<file path="src/rtl/cfbl_pkg.sv">
package cfbl_pkg;

    localparam int unsigned ID_W       = 11;
    localparam int unsigned DLC_W      = 4;
    localparam int unsigned PAY_W      = 64;
    localparam int unsigned CRC_W      = 15;
    localparam int unsigned STUFF_W    = 5;
    localparam int unsigned LEN_W      = 8;
    localparam int unsigned RUN_W      = 3;

    localparam logic [CRC_W-1:0] CRC_POLY = 15'h4599;

    // SOF + identifier + RTR/IDE/r0 + length code
    localparam int unsigned HDR_BITS   = 1 + ID_W + 3 + DLC_W;
    localparam int unsigned SHIFT_W    = HDR_BITS + PAY_W;
    localparam int unsigned CNT_W      = 7;
    localparam int unsigned MAX_BYTES  = 8;
    localparam int unsigned STUFF_RUN  = 5;
    // CRC delimiter, ACK slot, ACK delimiter, EOF
    localparam int unsigned TAIL_BITS  = 3 + 7;

    typedef struct packed {
        logic clear;
        logic shift;
        logic crc_en;
    } t_bit_ctrl;

endpackage

</file>
<file path="src/rtl/cfbl_if.sv">
interface cfbl_in_if;
    logic                          valid;
    logic                          ready;
    logic [cfbl_pkg::ID_W-1:0]     identifier;
    logic [cfbl_pkg::DLC_W-1:0]    data_length;
    logic [cfbl_pkg::PAY_W-1:0]    payload;

    modport source (output valid, identifier, data_length, payload, input ready);
    modport sink   (input valid, identifier, data_length, payload, output ready);
endinterface

interface cfbl_out_if;
    logic                          valid;
    logic                          ready;
    logic [cfbl_pkg::CRC_W-1:0]    crc_value;
    logic [cfbl_pkg::STUFF_W-1:0]  stuff_count;
    logic [cfbl_pkg::LEN_W-1:0]    frame_length;

    modport source (output valid, crc_value, stuff_count, frame_length, input ready);
    modport sink   (input valid, crc_value, stuff_count, frame_length, output ready);
endinterface

</file>
<file path="src/rtl/cfbl_bit_unit.sv">
module cfbl_bit_unit (
    input  logic                         i_clk,
    input  logic                         i_rst_n,
    input  cfbl_pkg::t_bit_ctrl          i_ctrl,
    input  logic                         i_bit,
    output logic [cfbl_pkg::CRC_W-1:0]   o_crc,
    output logic [cfbl_pkg::STUFF_W-1:0] o_stuff
);
    import cfbl_pkg::*;

    logic [CRC_W-1:0]   r_crc,   n_crc;
    logic [RUN_W-1:0]   r_run,   n_run;
    logic               r_prev,  n_prev;
    logic [STUFF_W-1:0] r_stuff, n_stuff;
    logic [RUN_W-1:0]   w_run;

    always_comb begin
        n_crc   = r_crc;
        n_run   = r_run;
        n_prev  = r_prev;
        n_stuff = r_stuff;
        w_run   = (i_bit == r_prev) ? r_run + RUN_W'(1) : RUN_W'(1);
        if (i_ctrl.clear) begin
            n_crc   = '0;
            n_run   = '0;
            n_prev  = 1'b1;
            n_stuff = '0;
        end else if (i_ctrl.shift) begin
            if (i_ctrl.crc_en) begin
                n_crc = {r_crc[CRC_W-2:0], 1'b0} ^
                        ((i_bit ^ r_crc[CRC_W-1]) ? CRC_POLY : '0);
            end
            if (w_run == RUN_W'(STUFF_RUN)) begin
                // stuffed bit is the complement and opens a new run
                n_stuff = r_stuff + STUFF_W'(1);
                n_prev  = ~i_bit;
                n_run   = RUN_W'(1);
            end else begin
                n_prev  = i_bit;
                n_run   = w_run;
            end
        end
    end

    always_ff @(posedge i_clk) begin
        if (!i_rst_n) begin
            r_crc   <= '0;
            r_run   <= '0;
            r_prev  <= 1'b1;
            r_stuff <= '0;
        end else begin
            r_crc   <= n_crc;
            r_run   <= n_run;
            r_prev  <= n_prev;
            r_stuff <= n_stuff;
        end
    end

    assign o_crc   = r_crc;
    assign o_stuff = r_stuff;

    a_run_bound: assert property (@(posedge i_clk) disable iff (!i_rst_n)
        r_run < RUN_W'(STUFF_RUN))
        else $error("stuff run tracker reached a full run");

endmodule

</file>
<file path="src/rtl/can_frame_bit_length_top.sv">
// Bits pass one per cycle through the shared CRC/stuff unit: 19 + 8*N header and
// data bits (N = payload bytes, 0..8), then the CRC is loaded, then 15 CRC bits,
// then the result is registered once the output slot is free.
// One frame at a time: input ready only while idle.
// Synchronous active-low reset clears the sequencer and the result valid flag.
module can_frame_bit_length_top (
    input  logic        i_clk,
    input  logic        i_rst_n,
    cfbl_in_if.sink     i_in,
    cfbl_out_if.source  o_out
);
    import cfbl_pkg::*;

    typedef enum logic [2:0] {
        S_IDLE,
        S_DATA,
        S_LOAD,
        S_CRC,
        S_DONE
    } t_state;

    t_state             r_state, n_state;
    logic [SHIFT_W-1:0] r_shift, n_shift;
    logic [CNT_W-1:0]   r_cnt,   n_cnt;
    logic [CNT_W-1:0]   r_seq,   n_seq;
    logic               r_valid, n_valid;
    logic [CRC_W-1:0]   r_crc_o, n_crc_o;
    logic [STUFF_W-1:0] r_stf_o, n_stf_o;
    logic [LEN_W-1:0]   r_len_o, n_len_o;

    t_bit_ctrl          w_ctrl;
    logic [CRC_W-1:0]   w_crc;
    logic [STUFF_W-1:0] w_stuff;
    logic [DLC_W-1:0]   w_nbytes;
    logic [CNT_W-1:0]   w_hdr_len;

    cfbl_bit_unit u_bit (
        .i_clk   (i_clk),
        .i_rst_n (i_rst_n),
        .i_ctrl  (w_ctrl),
        .i_bit   (r_shift[SHIFT_W-1]),
        .o_crc   (w_crc),
        .o_stuff (w_stuff)
    );

    assign w_nbytes  = (i_in.data_length > DLC_W'(MAX_BYTES)) ? DLC_W'(MAX_BYTES)
                                                              : i_in.data_length;
    assign w_hdr_len = CNT_W'(HDR_BITS) + {w_nbytes, 3'b000};

    always_comb begin
        n_state = r_state;
        n_shift = r_shift;
        n_cnt   = r_cnt;
        n_seq   = r_seq;
        n_crc_o = r_crc_o;
        n_stf_o = r_stf_o;
        n_len_o = r_len_o;
        n_valid = r_valid & ~o_out.ready;
        w_ctrl  = '0;
        case (r_state)
            S_IDLE: begin
                if (i_in.valid) begin
                    n_shift      = {1'b0, i_in.identifier, 3'b000, i_in.data_length,
                                    i_in.payload};
                    n_cnt        = w_hdr_len;
                    n_seq        = w_hdr_len + CNT_W'(CRC_W);
                    w_ctrl.clear = 1'b1;
                    n_state      = S_DATA;
                end
            end
            S_DATA: begin
                w_ctrl.shift  = 1'b1;
                w_ctrl.crc_en = 1'b1;
                n_shift       = r_shift << 1;
                n_cnt         = r_cnt - CNT_W'(1);
                if (r_cnt == CNT_W'(1)) begin
                    n_state = S_LOAD;
                end
            end
            S_LOAD: begin
                n_shift = {w_crc, (SHIFT_W-CRC_W)'(0)};
                n_cnt   = CNT_W'(CRC_W);
                n_state = S_CRC;
            end
            S_CRC: begin
                w_ctrl.shift = 1'b1;
                n_shift      = r_shift << 1;
                n_cnt        = r_cnt - CNT_W'(1);
                if (r_cnt == CNT_W'(1)) begin
                    n_state = S_DONE;
                end
            end
            S_DONE: begin
                if (!r_valid || o_out.ready) begin
                    n_valid = 1'b1;
                    n_crc_o = w_crc;
                    n_stf_o = w_stuff;
                    n_len_o = LEN_W'(r_seq) + LEN_W'(w_stuff) + LEN_W'(TAIL_BITS);
                    n_state = S_IDLE;
                end
            end
            default: begin
                n_state = S_IDLE;
            end
        endcase
    end

    always_ff @(posedge i_clk) begin
        if (!i_rst_n) begin
            r_state <= S_IDLE;
            r_valid <= 1'b0;
            r_cnt   <= '0;
        end else begin
            r_state <= n_state;
            r_valid <= n_valid;
            r_cnt   <= n_cnt;
        end
        r_shift <= n_shift;
        r_seq   <= n_seq;
        r_crc_o <= n_crc_o;
        r_stf_o <= n_stf_o;
        r_len_o <= n_len_o;
    end

    assign i_in.ready         = (r_state == S_IDLE);
    assign o_out.valid        = r_valid;
    assign o_out.crc_value    = r_crc_o;
    assign o_out.stuff_count  = r_stf_o;
    assign o_out.frame_length = r_len_o;

    a_accept_starts: assert property (@(posedge i_clk) disable iff (!i_rst_n)
        i_in.valid && i_in.ready |=> r_state == S_DATA)
        else $error("accepted beat did not start the bit pass");

    a_cnt_live: assert property (@(posedge i_clk) disable iff (!i_rst_n)
        (r_state == S_DATA || r_state == S_CRC) |-> r_cnt != '0)
        else $error("bit counter empty during shift phase");

    a_valid_src: assert property (@(posedge i_clk) disable iff (!i_rst_n)
        $rose(r_valid) |-> $past(r_state) == S_DONE)
        else $error("result raised outside the done step");

endmodule

</file>
<file path="src/flat_wrapper.sv">
// flat-port wrapper written by rule: the top's interface ports become plain ports
module can_frame_bit_length_top_flat import cfbl_pkg::*;
  (i_clk, i_rst_n, i_in_valid, i_in_identifier, i_in_data_length, i_in_payload, i_in_ready, o_out_valid, o_out_crc_value, o_out_stuff_count, o_out_frame_length, o_out_ready);
  cfbl_in_if i_in_i ();
  cfbl_out_if o_out_i ();
  input  logic i_clk;
  input  logic i_rst_n;
  input wire logic [$bits(i_in_i.valid)-1:0] i_in_valid;
  input wire logic [$bits(i_in_i.identifier)-1:0] i_in_identifier;
  input wire logic [$bits(i_in_i.data_length)-1:0] i_in_data_length;
  input wire logic [$bits(i_in_i.payload)-1:0] i_in_payload;
  output wire logic [$bits(i_in_i.ready)-1:0] i_in_ready;
  output wire logic [$bits(o_out_i.valid)-1:0] o_out_valid;
  output wire logic [$bits(o_out_i.crc_value)-1:0] o_out_crc_value;
  output wire logic [$bits(o_out_i.stuff_count)-1:0] o_out_stuff_count;
  output wire logic [$bits(o_out_i.frame_length)-1:0] o_out_frame_length;
  input wire logic [$bits(o_out_i.ready)-1:0] o_out_ready;
  assign i_in_i.valid = i_in_valid;
  assign i_in_i.identifier = i_in_identifier;
  assign i_in_i.data_length = i_in_data_length;
  assign i_in_i.payload = i_in_payload;
  assign i_in_ready = i_in_i.ready;
  assign o_out_valid = o_out_i.valid;
  assign o_out_crc_value = o_out_i.crc_value;
  assign o_out_stuff_count = o_out_i.stuff_count;
  assign o_out_frame_length = o_out_i.frame_length;
  assign o_out_i.ready = o_out_ready;
  can_frame_bit_length_top u_core (.i_clk(i_clk), .i_rst_n(i_rst_n), .i_in(i_in_i), .o_out(o_out_i));
endmodule
</file>
<file path="config.mk">
export PLATFORM = sky130hd
export DESIGN_NAME = can_frame_bit_length_top_flat
export DESIGN_NICKNAME = d
export VERILOG_FILES = /design/src/rtl/cfbl_pkg.sv /design/src/rtl/cfbl_if.sv /design/src/rtl/cfbl_bit_unit.sv /design/src/rtl/can_frame_bit_length_top.sv /design/src/flat_wrapper.sv
export SDC_FILE = /design/constraint.sdc
export NUM_CORES = 1
export LEC_CHECK = 0
export ABC_AREA = 1
export BUFFER_PORTS_ARGS = -buffer_cell sky130_fd_sc_hd__buf_2
export CAP_MARGIN = 20
export CELL_PAD_IN_SITES_DETAIL_PLACEMENT = 1
export CELL_PAD_IN_SITES_GLOBAL_PLACEMENT = 1
export CORE_MARGIN = 2
export CORE_UTILIZATION = 47
export CTS_CLUSTER_DIAMETER = 40
export CTS_CLUSTER_SIZE = 28
export DETAILED_ROUTE_END_ITERATION = 6
export GPL_TIMING_DRIVEN = 0
export PLACE_DENSITY = 0.93
export SKIP_LAST_GASP = 1
export SLEW_MARGIN = 20
export SYNTH_ARGS = -nofsm -noshare
export SYNTH_HDL_FRONTEND = slang
export SYNTH_SLANG_ARGS = --single-unit
</file>
<file path="constraint.sdc">
create_clock -name i_clk -period 7.2 [get_ports i_clk]
set_input_delay 1.08 -clock i_clk [delete_from_list [all_inputs] [get_ports i_clk]]
set_output_delay 1.08 -clock i_clk [all_outputs]
set_load 0.1 [all_outputs]
</file>
==> out/results.tsv, run 1 <==
metric	value	unit
status	completed	
Clk Latency, worst-skew pair	0.43	ns
mux cell area share after synthesis	0	%
critical path class	flip-flop to output pin	
XOR/XNOR share of the synthesized area	1.11	%
VDD IR-drop max	0.197	mV
IO buf count	111	
max_cap viols	0	
Rel. slew slack	51.1	%
largest net degree at the start of global routing	27	
post-synthesis compound-gate area fraction	14.7	%
initial antenna violation count	0	
die height	120	um
routed via count	4810	
number of DRC markers in iteration 0	304	
HP Start	u_core.u_bit.o_stuff[2]	
CTS tree	built	
DP Wirelength	11700	um
Tmin final	2.74	ns
NumNets Final	767	
Hold Crit Class	flip-flop to flip-flop	
PostCTS Resize Cnt	0	
post-synthesis adder-cell area fraction	2.30	%
dpl cells	830	
actual slew at the worst max-slew pin	0.732	ns
synth unique cells	34	
total grt overflow	0	
mapped cell area	0.00631	mm^2
First-pass DRT Iterations	4	
RePlAce Congestion	0.873	
max-slew violations	0	
final setup violation count	0	
Layout Skew	0.00484	ns
Post-CTS Hold Buffers	0	
cells after synthesis	539	
Via density	5.58	
largest family of logic cells by synthesized area	compound AO/OA/AOI/OAI gates	
Final Non-Filler Cells	862	
die area	0.0144	mm^2
Detail Route Antenna Nets	0	
CTS clk-pin slew, worst paths	0.06	ns
postcts setup bufs	0	
static leakage	3.33	nW
GRT Total Usage	24.5	%
Setup crit start kind	flip-flop	
Critical Path Start	u_core.r_state[0]	
clock sinks	148	
area grow syn2layout	23.5	%
Final TNS setup	0	ns
RSZ-0062 raised after global routing	no	
number of synthesized flops with an enable pin	113	
simple-gate share of the synthesized area	11.3	%
synthesized net count	633	
most area-consuming cells after synthesis	edfxtp_1, dfxtp_1, a22o_1	
H-tree depth	4	
Yosys top cell by area	edfxtp_1	
WP data arrival	1.66	ns
post-synthesis sequential area ratio	64.8	%
Die Wd	120	um
CP Max Fanout	3	
Clock Tree Buf Depth	2	
post-synthesis area per instance	11.7	um^2
Top-Level Pins	113	
Num CTS Buffers	17	
# diodes	0	
Power Density	392	mW/mm^2
Worst EP required	6.12	ns
routed wire length	16900	um
prevailing post-synth register cell	edfxtp_1	
fillers	1403	
Core Box Area	0.0132	mm^2
vias in the first global route	5244	
first-pass GRT wire length	27000	um
r2r startpoint	u_core.r_state[0]	
ys async rst share	0	%
Routed WL per cell	19.6	um
share of the synthesized area in the top cell type	53.7	%
Synth Warn #	0	
std cell rows	42	
CTS root buf	clkbuf_16	
Remaining DRCs	0	
final critical-path share of the clock period	38.1	%
Initial Util	47.9	%
Peak Freq	0.365	GHz
Fin. Hold Viols	0	
layout cells sized above 1	27.0	%
Critical Path Sink Type	output pin	
synthesized flop and latch total	148	
==> cells in the final DEF, fill, tap and decap left out, types with 3 or more instances in the layout <==
| cell | n |
|---|---|
| nor2_1 | 23 |
| nor2_4 | 3 |
| a22o_1 | 65 |
| o21ai_0 | 28 |
| nand2_1 | 96 |
| buf_2 | 126 |
| inv_4 | 3 |
| clkbuf_1 | 5 |
| edfxtp_1 | 113 |
| xor2_1 | 6 |
| buf_16 | 4 |
| ha_1 | 10 |
| inv_2 | 5 |
| dfxtp_1 | 35 |
| clkbuf_16 | 18 |
| a21oi_1 | 33 |
| buf_4 | 6 |
| o211ai_1 | 3 |
| nand4_1 | 5 |
| nand3_1 | 26 |
| inv_1 | 42 |
| buf_6 | 5 |
==> state kept, by name, summed over array words and instances (netlist names) <==
name / cells
u_core.o_out.crc_value: 15
u_core.o_out.frame_length: 8
u_core.o_out.stuff_count: 3
u_core.o_out.valid: 1
u_core.r_cnt: 7
u_core.r_seq: 4
u_core.r_shift: 83
u_core.r_state: 3
u_core.u_bit.o_crc: 15
u_core.u_bit.o_stuff: 5
u_core.u_bit.r_prev: 1
u_core.u_bit.r_run: 3
==> worst max-delay path, stage by stage (launching register included) <==
cell and delay (ns):
dfxtp_1 0.36, inv_2 0.14, nand2_1 0.06, nor2_1 0.19, buf_2 0.48
==> Yosys cell counts (6+ instances only) <==
cell type and number:
edfxtp_1 113, nand2_1 96, a22o_1 65, inv_1 42, dfxtp_1 35, a21oi_1 33, o21ai_0 28, nand3_1 26
nor2_1 24, buf_2 15, ha_1 10, buf_4 6, xor2_1 6
==> logic make-up (layout without fill, tap and decap cells) <==
| group | after synthesis | after routing |
|---|---|---|
| adders and majority gates | 11 | 11 |
| xor gates and xnor gates | 8 | 8 |
| buffers and inverters | 76 | 223 |
| DFF | 148 | 148 |
| and+or+nand+nor | 163 | 163 |
| AOI/OAI and AO/OA | 133 | 133 |
==> power by group <==
part           internal, mW  leakage (nW)  switching [mW]
registers              1.25          1.41           0.121
logic                 0.299          1.62           0.502
clock network         0.532         0.288           0.352
total                  2.08          3.33           0.975
==> cell type report <==
type                       instances  area, um^2  area share [%]
timing repair buffer             115         666            8.54
inverter                          48         180            2.31
clock buffer                      21         462            5.92
tap                              176         220            2.82
sequential                       148        4090            52.5
clock inverter                    11         123            1.57
multi-input combinational        315        1870            24.0
buffer                            28         184            2.36
==> metal layers <==
layer / GRT usage, % / vias to the layer above / part of all wire (%) / routed length, um
met5: 0 / - / 0 / 0
met4: 10.1 / 0 / 2.3 / 389
met1: 29.1 / 2419 / 41 / 6910
met3: 4.90 / 35 / 5.0 / 849
li1: - / 2198 / - / -
met2: 43.5 / 158 / 52 / 8720
==> metrics by stage <==
stage / setup WS, ns / total power, mW / utilization, % / instance area, um^2 / hold WS (ns)
after floorplan: 3.08 / 1.88 / - / 6310 / 0.425
after global routing: 4.40 / 3.19 / 59.1 / 7800 / 0.478
after global placement: 1.89 / 2.07 / 53.7 / 7090 / 0.450
after detailed placement: 4.37 / 2.17 / 54.7 / 7210 / 0.457
final: 4.46 / 3.06 / 59.1 / 7800 / 0.476
after CTS: 4.48 / 3.07 / 59.1 / 7800 / 0.467
==> final timing paths <==
check                           slack [ns]  cells after the start                           to
worst max register to register        5.13                      5           u_core.r_shift[15]
worst min-delay path                  0.48                      0  u_core.o_out.stuff_count[2]
worst max-delay path                  4.46                      4                   i_in_ready
worst min register to register        0.48                      0  u_core.o_out.stuff_count[2]
(Power assumes the default switching activity.)
==> run 2, diff against run 1 <==
--- a/config.mk
+++ b/config.mk
@@ -5,18 +5,18 @@
 export SDC_FILE = /design/constraint.sdc
 export NUM_CORES = 1
 export LEC_CHECK = 0
-export ABC_AREA = 1
+export ABC_AREA = 0
 export BUFFER_PORTS_ARGS = -buffer_cell sky130_fd_sc_hd__buf_2
 export CAP_MARGIN = 20
 export CELL_PAD_IN_SITES_DETAIL_PLACEMENT = 1
 export CELL_PAD_IN_SITES_GLOBAL_PLACEMENT = 1
 export CORE_MARGIN = 2
-export CORE_UTILIZATION = 47
+export CORE_UTILIZATION = 45
 export CTS_CLUSTER_DIAMETER = 40
 export CTS_CLUSTER_SIZE = 28
 export DETAILED_ROUTE_END_ITERATION = 6
 export GPL_TIMING_DRIVEN = 0
-export PLACE_DENSITY = 0.93
+export PLACE_DENSITY = 0.89
 export SKIP_LAST_GASP = 1
 export SLEW_MARGIN = 20
 export SYNTH_ARGS = -nofsm -noshare
==> constraint.sdc (replaced) <==
create_clock -name i_clk -period 2.55 [get_ports i_clk]
set_input_delay 0.3825 -clock i_clk [delete_from_list [all_inputs] [get_ports i_clk]]
set_output_delay 0.3825 -clock i_clk [all_outputs]
set_load 0.1 [all_outputs]
==> run 2 against run 1 <==
Against the previous run:
- non-clock buffer count increased by 5
- setup slack got worse by 4.2 ns
- synthesized cell count decreased by 11%
- die area increased by 3.1%
==> out/results.tsv, run 2 <==
metric	value	unit	change
synthesized net count	575		-9.2%
cells after synthesis	481		-11%
Clock Tree Buf Depth	2		unchanged
synth cell count leaders	edfxtp_1, a22o_1, nand2_1, dfxtp_1		
IO buf count	111		unchanged
Worst EP required	2.68	ns	-3.44 ns
most area-consuming cells after synthesis	edfxtp_1, dfxtp_1, a22o_1		
prevailing post-synth register cell	edfxtp_1		
GRT Total Usage	22.7	%	-1.8 points
CP Max Fanout	26		+23
Clk Latency, worst-skew pair	0.43	ns	about the same
RePlAce Congestion	0.861		-1.4%
initial antenna violation count	1		+1
largest family of logic cells by synthesized area	compound AO/OA/AOI/OAI gates		
Core Box Area	0.0137	mm^2	+4.0%
post-synthesis sequential area ratio	65.7	%	+0.81 points
most frequent cells in the layout	buf_2, edfxtp_1, a22o_1, nand2_1, dfxtp_1		
final critical-path share of the clock period	88.6	%	
Hold Crit Class	primary input to flip-flop		
max_cap viols	0		unchanged
most heavily used metal layer in global routing	met2		
postcts setup bufs	0		unchanged
Routed WL per cell	20.0	um	+2.4%
area grow syn2layout	23.7	%	
Tmin final	2.26	ns	
Top-Level Pins	113		unchanged
Fin. Hold Viols	0		unchanged
vias in the first global route	4705		-10%
Biggest register	u_core.r_shift		
Critical Path Sink Type	flip-flop		
std cell rows	43		+2.4%
Layout Skew	0.00761	ns	+0.00277 ns
XOR/XNOR share of the synthesized area	2.25	%	+1.1 points
max reg flops	83		unchanged
r2r startpoint	u_core.r_state[1]		
placed inst area	0.00713	mm^2	-1.2%
DP Wirelength	11300	um	-3.6%
met3 Use GR	6.18	%	+1.3 points
number of synthesized flops with an enable pin	113		unchanged
static leakage	3.10	nW	-6.9%
CTS root buf	clkbuf_16		
Post-CTS Hold Buffers	0		unchanged
final setup violation count	0		unchanged
WP data arrival	2.39	ns	+0.73 ns
H-tree depth	4		unchanged
Remaining DRCs	0		unchanged
die height	122	um	+1.5%
total grt overflow	0		unchanged
synthesized flop and latch total	148		unchanged
NumNets Final	708		-7.7%
GR Layer Usage met1	27.8	%	-1.3 points
RSZ-0062 raised after global routing	no		
most frequent cell after synthesis	edfxtp_1		
largest net degree at the start of global routing	27		unchanged
simple-gate share of the synthesized area	9.09	%	-2.2 points
routed via count	4517		-6.1%
die area	0.0148	mm^2	+3.1%
status	completed		
clock sinks	148		unchanged
post-synthesis adder-cell area fraction	2.33	%	+0.029 points
mapped cell area	0.00624	mm^2	-1.2%
share of the synthesized area in the top cell type	54.4	%	+0.67 points
# diodes	0		unchanged
synth unique cells	51		+50%
HP Start	i_in_identifier[4]		
Detail Route Antenna Nets	0		unchanged
first-pass GRT wire length	25100	um	-7.1%
most common cell after layout, fill and taps aside	buf_2		
FF-to-FF setup slack	0.29	ns	-4.84 ns
max-slew violations	0		unchanged
First-pass DRT Iterations	4		unchanged
post-synthesis compound-gate area fraction	17.1	%	+2.4 points
routed wire length	16200	um	-4.1%
Setup crit start kind	flip-flop		
Peak Freq	0.443	GHz	
ys async rst share	0	%	unchanged
Final Power	6.77	mW	+120%
Initial Util	45.5	%	-2.4 points
Final Instance Area	0.00772	mm^2	-1.1%
Die Wd	122	um	+1.5%
Synth Warn #	0		unchanged
mux cell area share after synthesis	0.321	%	+0.32 points
Critical Path Start	u_core.r_state[1]		
VDD IR-drop max	0.458	mV	+130%
actual slew at the worst max-slew pin	0.729	ns	-0.00221 ns
number of DRC markers in iteration 0	319		+4.9%
Power Density	877	mW/mm^2	+120%
PostCTS Resize Cnt	0		unchanged
post-synthesis area per instance	13.0	um^2	+11%
Rel. slew slack	51.0	%	-0.12 points
Via density	5.60		+0.31%
CTS tree	built		
CTS clk-pin slew, worst paths	0.06	ns	about the same
Yosys top cell by area	edfxtp_1		
layout cells sized above 1	26.0	%	-0.97 points
Num CTS Buffers	17		unchanged
critical path class	flip-flop to flip-flop		
grt met2 use	38.4	%	-5.1 points
==> run 2: cell types whose count changed after synthesis, moves of 10 or more <==
cell | before | now
nand3_1 | 26 | 9
buf_2 | 15 | 5
inv_1 | 42 | 15
a21oi_1 | 33 | 14
clkbuf_1 | 2 | 25
a22oi_1 | 0 | 13
nand2_1 | 96 | 44
==> run 2: path summary, 6_finish.rpt <==
kind / endpoint / depth (start not counted)
worst max-delay path: u_core.r_shift[40] / 6
worst min-delay path: u_core.r_shift[75] / 3
worst max register to register: u_core.r_shift[40] / 6
worst min register to register: u_core.r_cnt[4] / 2
==> run 2: cell type report <==
cell class,instances,area [um^2]
Clock buffer,21,493
Fill cell,1438,6000
Tap cell,180,225
Inverter,15,56.3
Sequential cell,148,4090
Clock inverter,11,97.6
Buffer,34,149
Multi-Input combinational cell,284,1960
Timing Repair Buffer,114,638
==> run 2: logic make-up after synthesis <==
logic type	Yosys count
AOI/OAI and AO/OA	140
buffers and inverters	49
xor gates and xnor gates	16
DFF	148
adders and majority gates	11
and+or+nand+nor	115
muxes	2
==> run 2: critical path, cell delays in order, from the launching register on <==
cell,delay (ns)
dfxtp_1,0.42
buf_2,0.25
nor3_1,0.11
nor2_4,0.51
buf_16,0.25
buf_16,0.20
buf_16,0.20
==> run 2: power by group <==
| group | internal (mW) | total, mW | switching (mW) |
|---|---|---|---|
| sequential | 3.02 | 3.16 | 0.145 |
| clock | 1.48 | 2.48 | 0.994 |
| combinational | 0.405 | 1.13 | 0.722 |
| total | 4.91 | 6.77 | 1.86 |
==> run 2: metal layers <==
metal,share of wire [%],up-vias,wire [um]
li1,-,2098,-
met1,42,2239,6730
met2,51,154,8210
met3,6.0,26,966
met4,1.7,0,267
met5,0,-,0
==> run 2: stage by stage <==
step,hold slack [ns],instances,TNS [ns],setup WS (ns),util [%]
finish,0.227,807,0,0.292,56.2
global route,0.235,807,0,0.124,56.2
CTS,0.212,807,0,0.251,56.2
detailed placement,0.483,775,0,0.171,51.9
global placement,0.462,772,-54.23,-0.761,51.3
floorplan,0.447,481,-0.0574,-0.0574,-
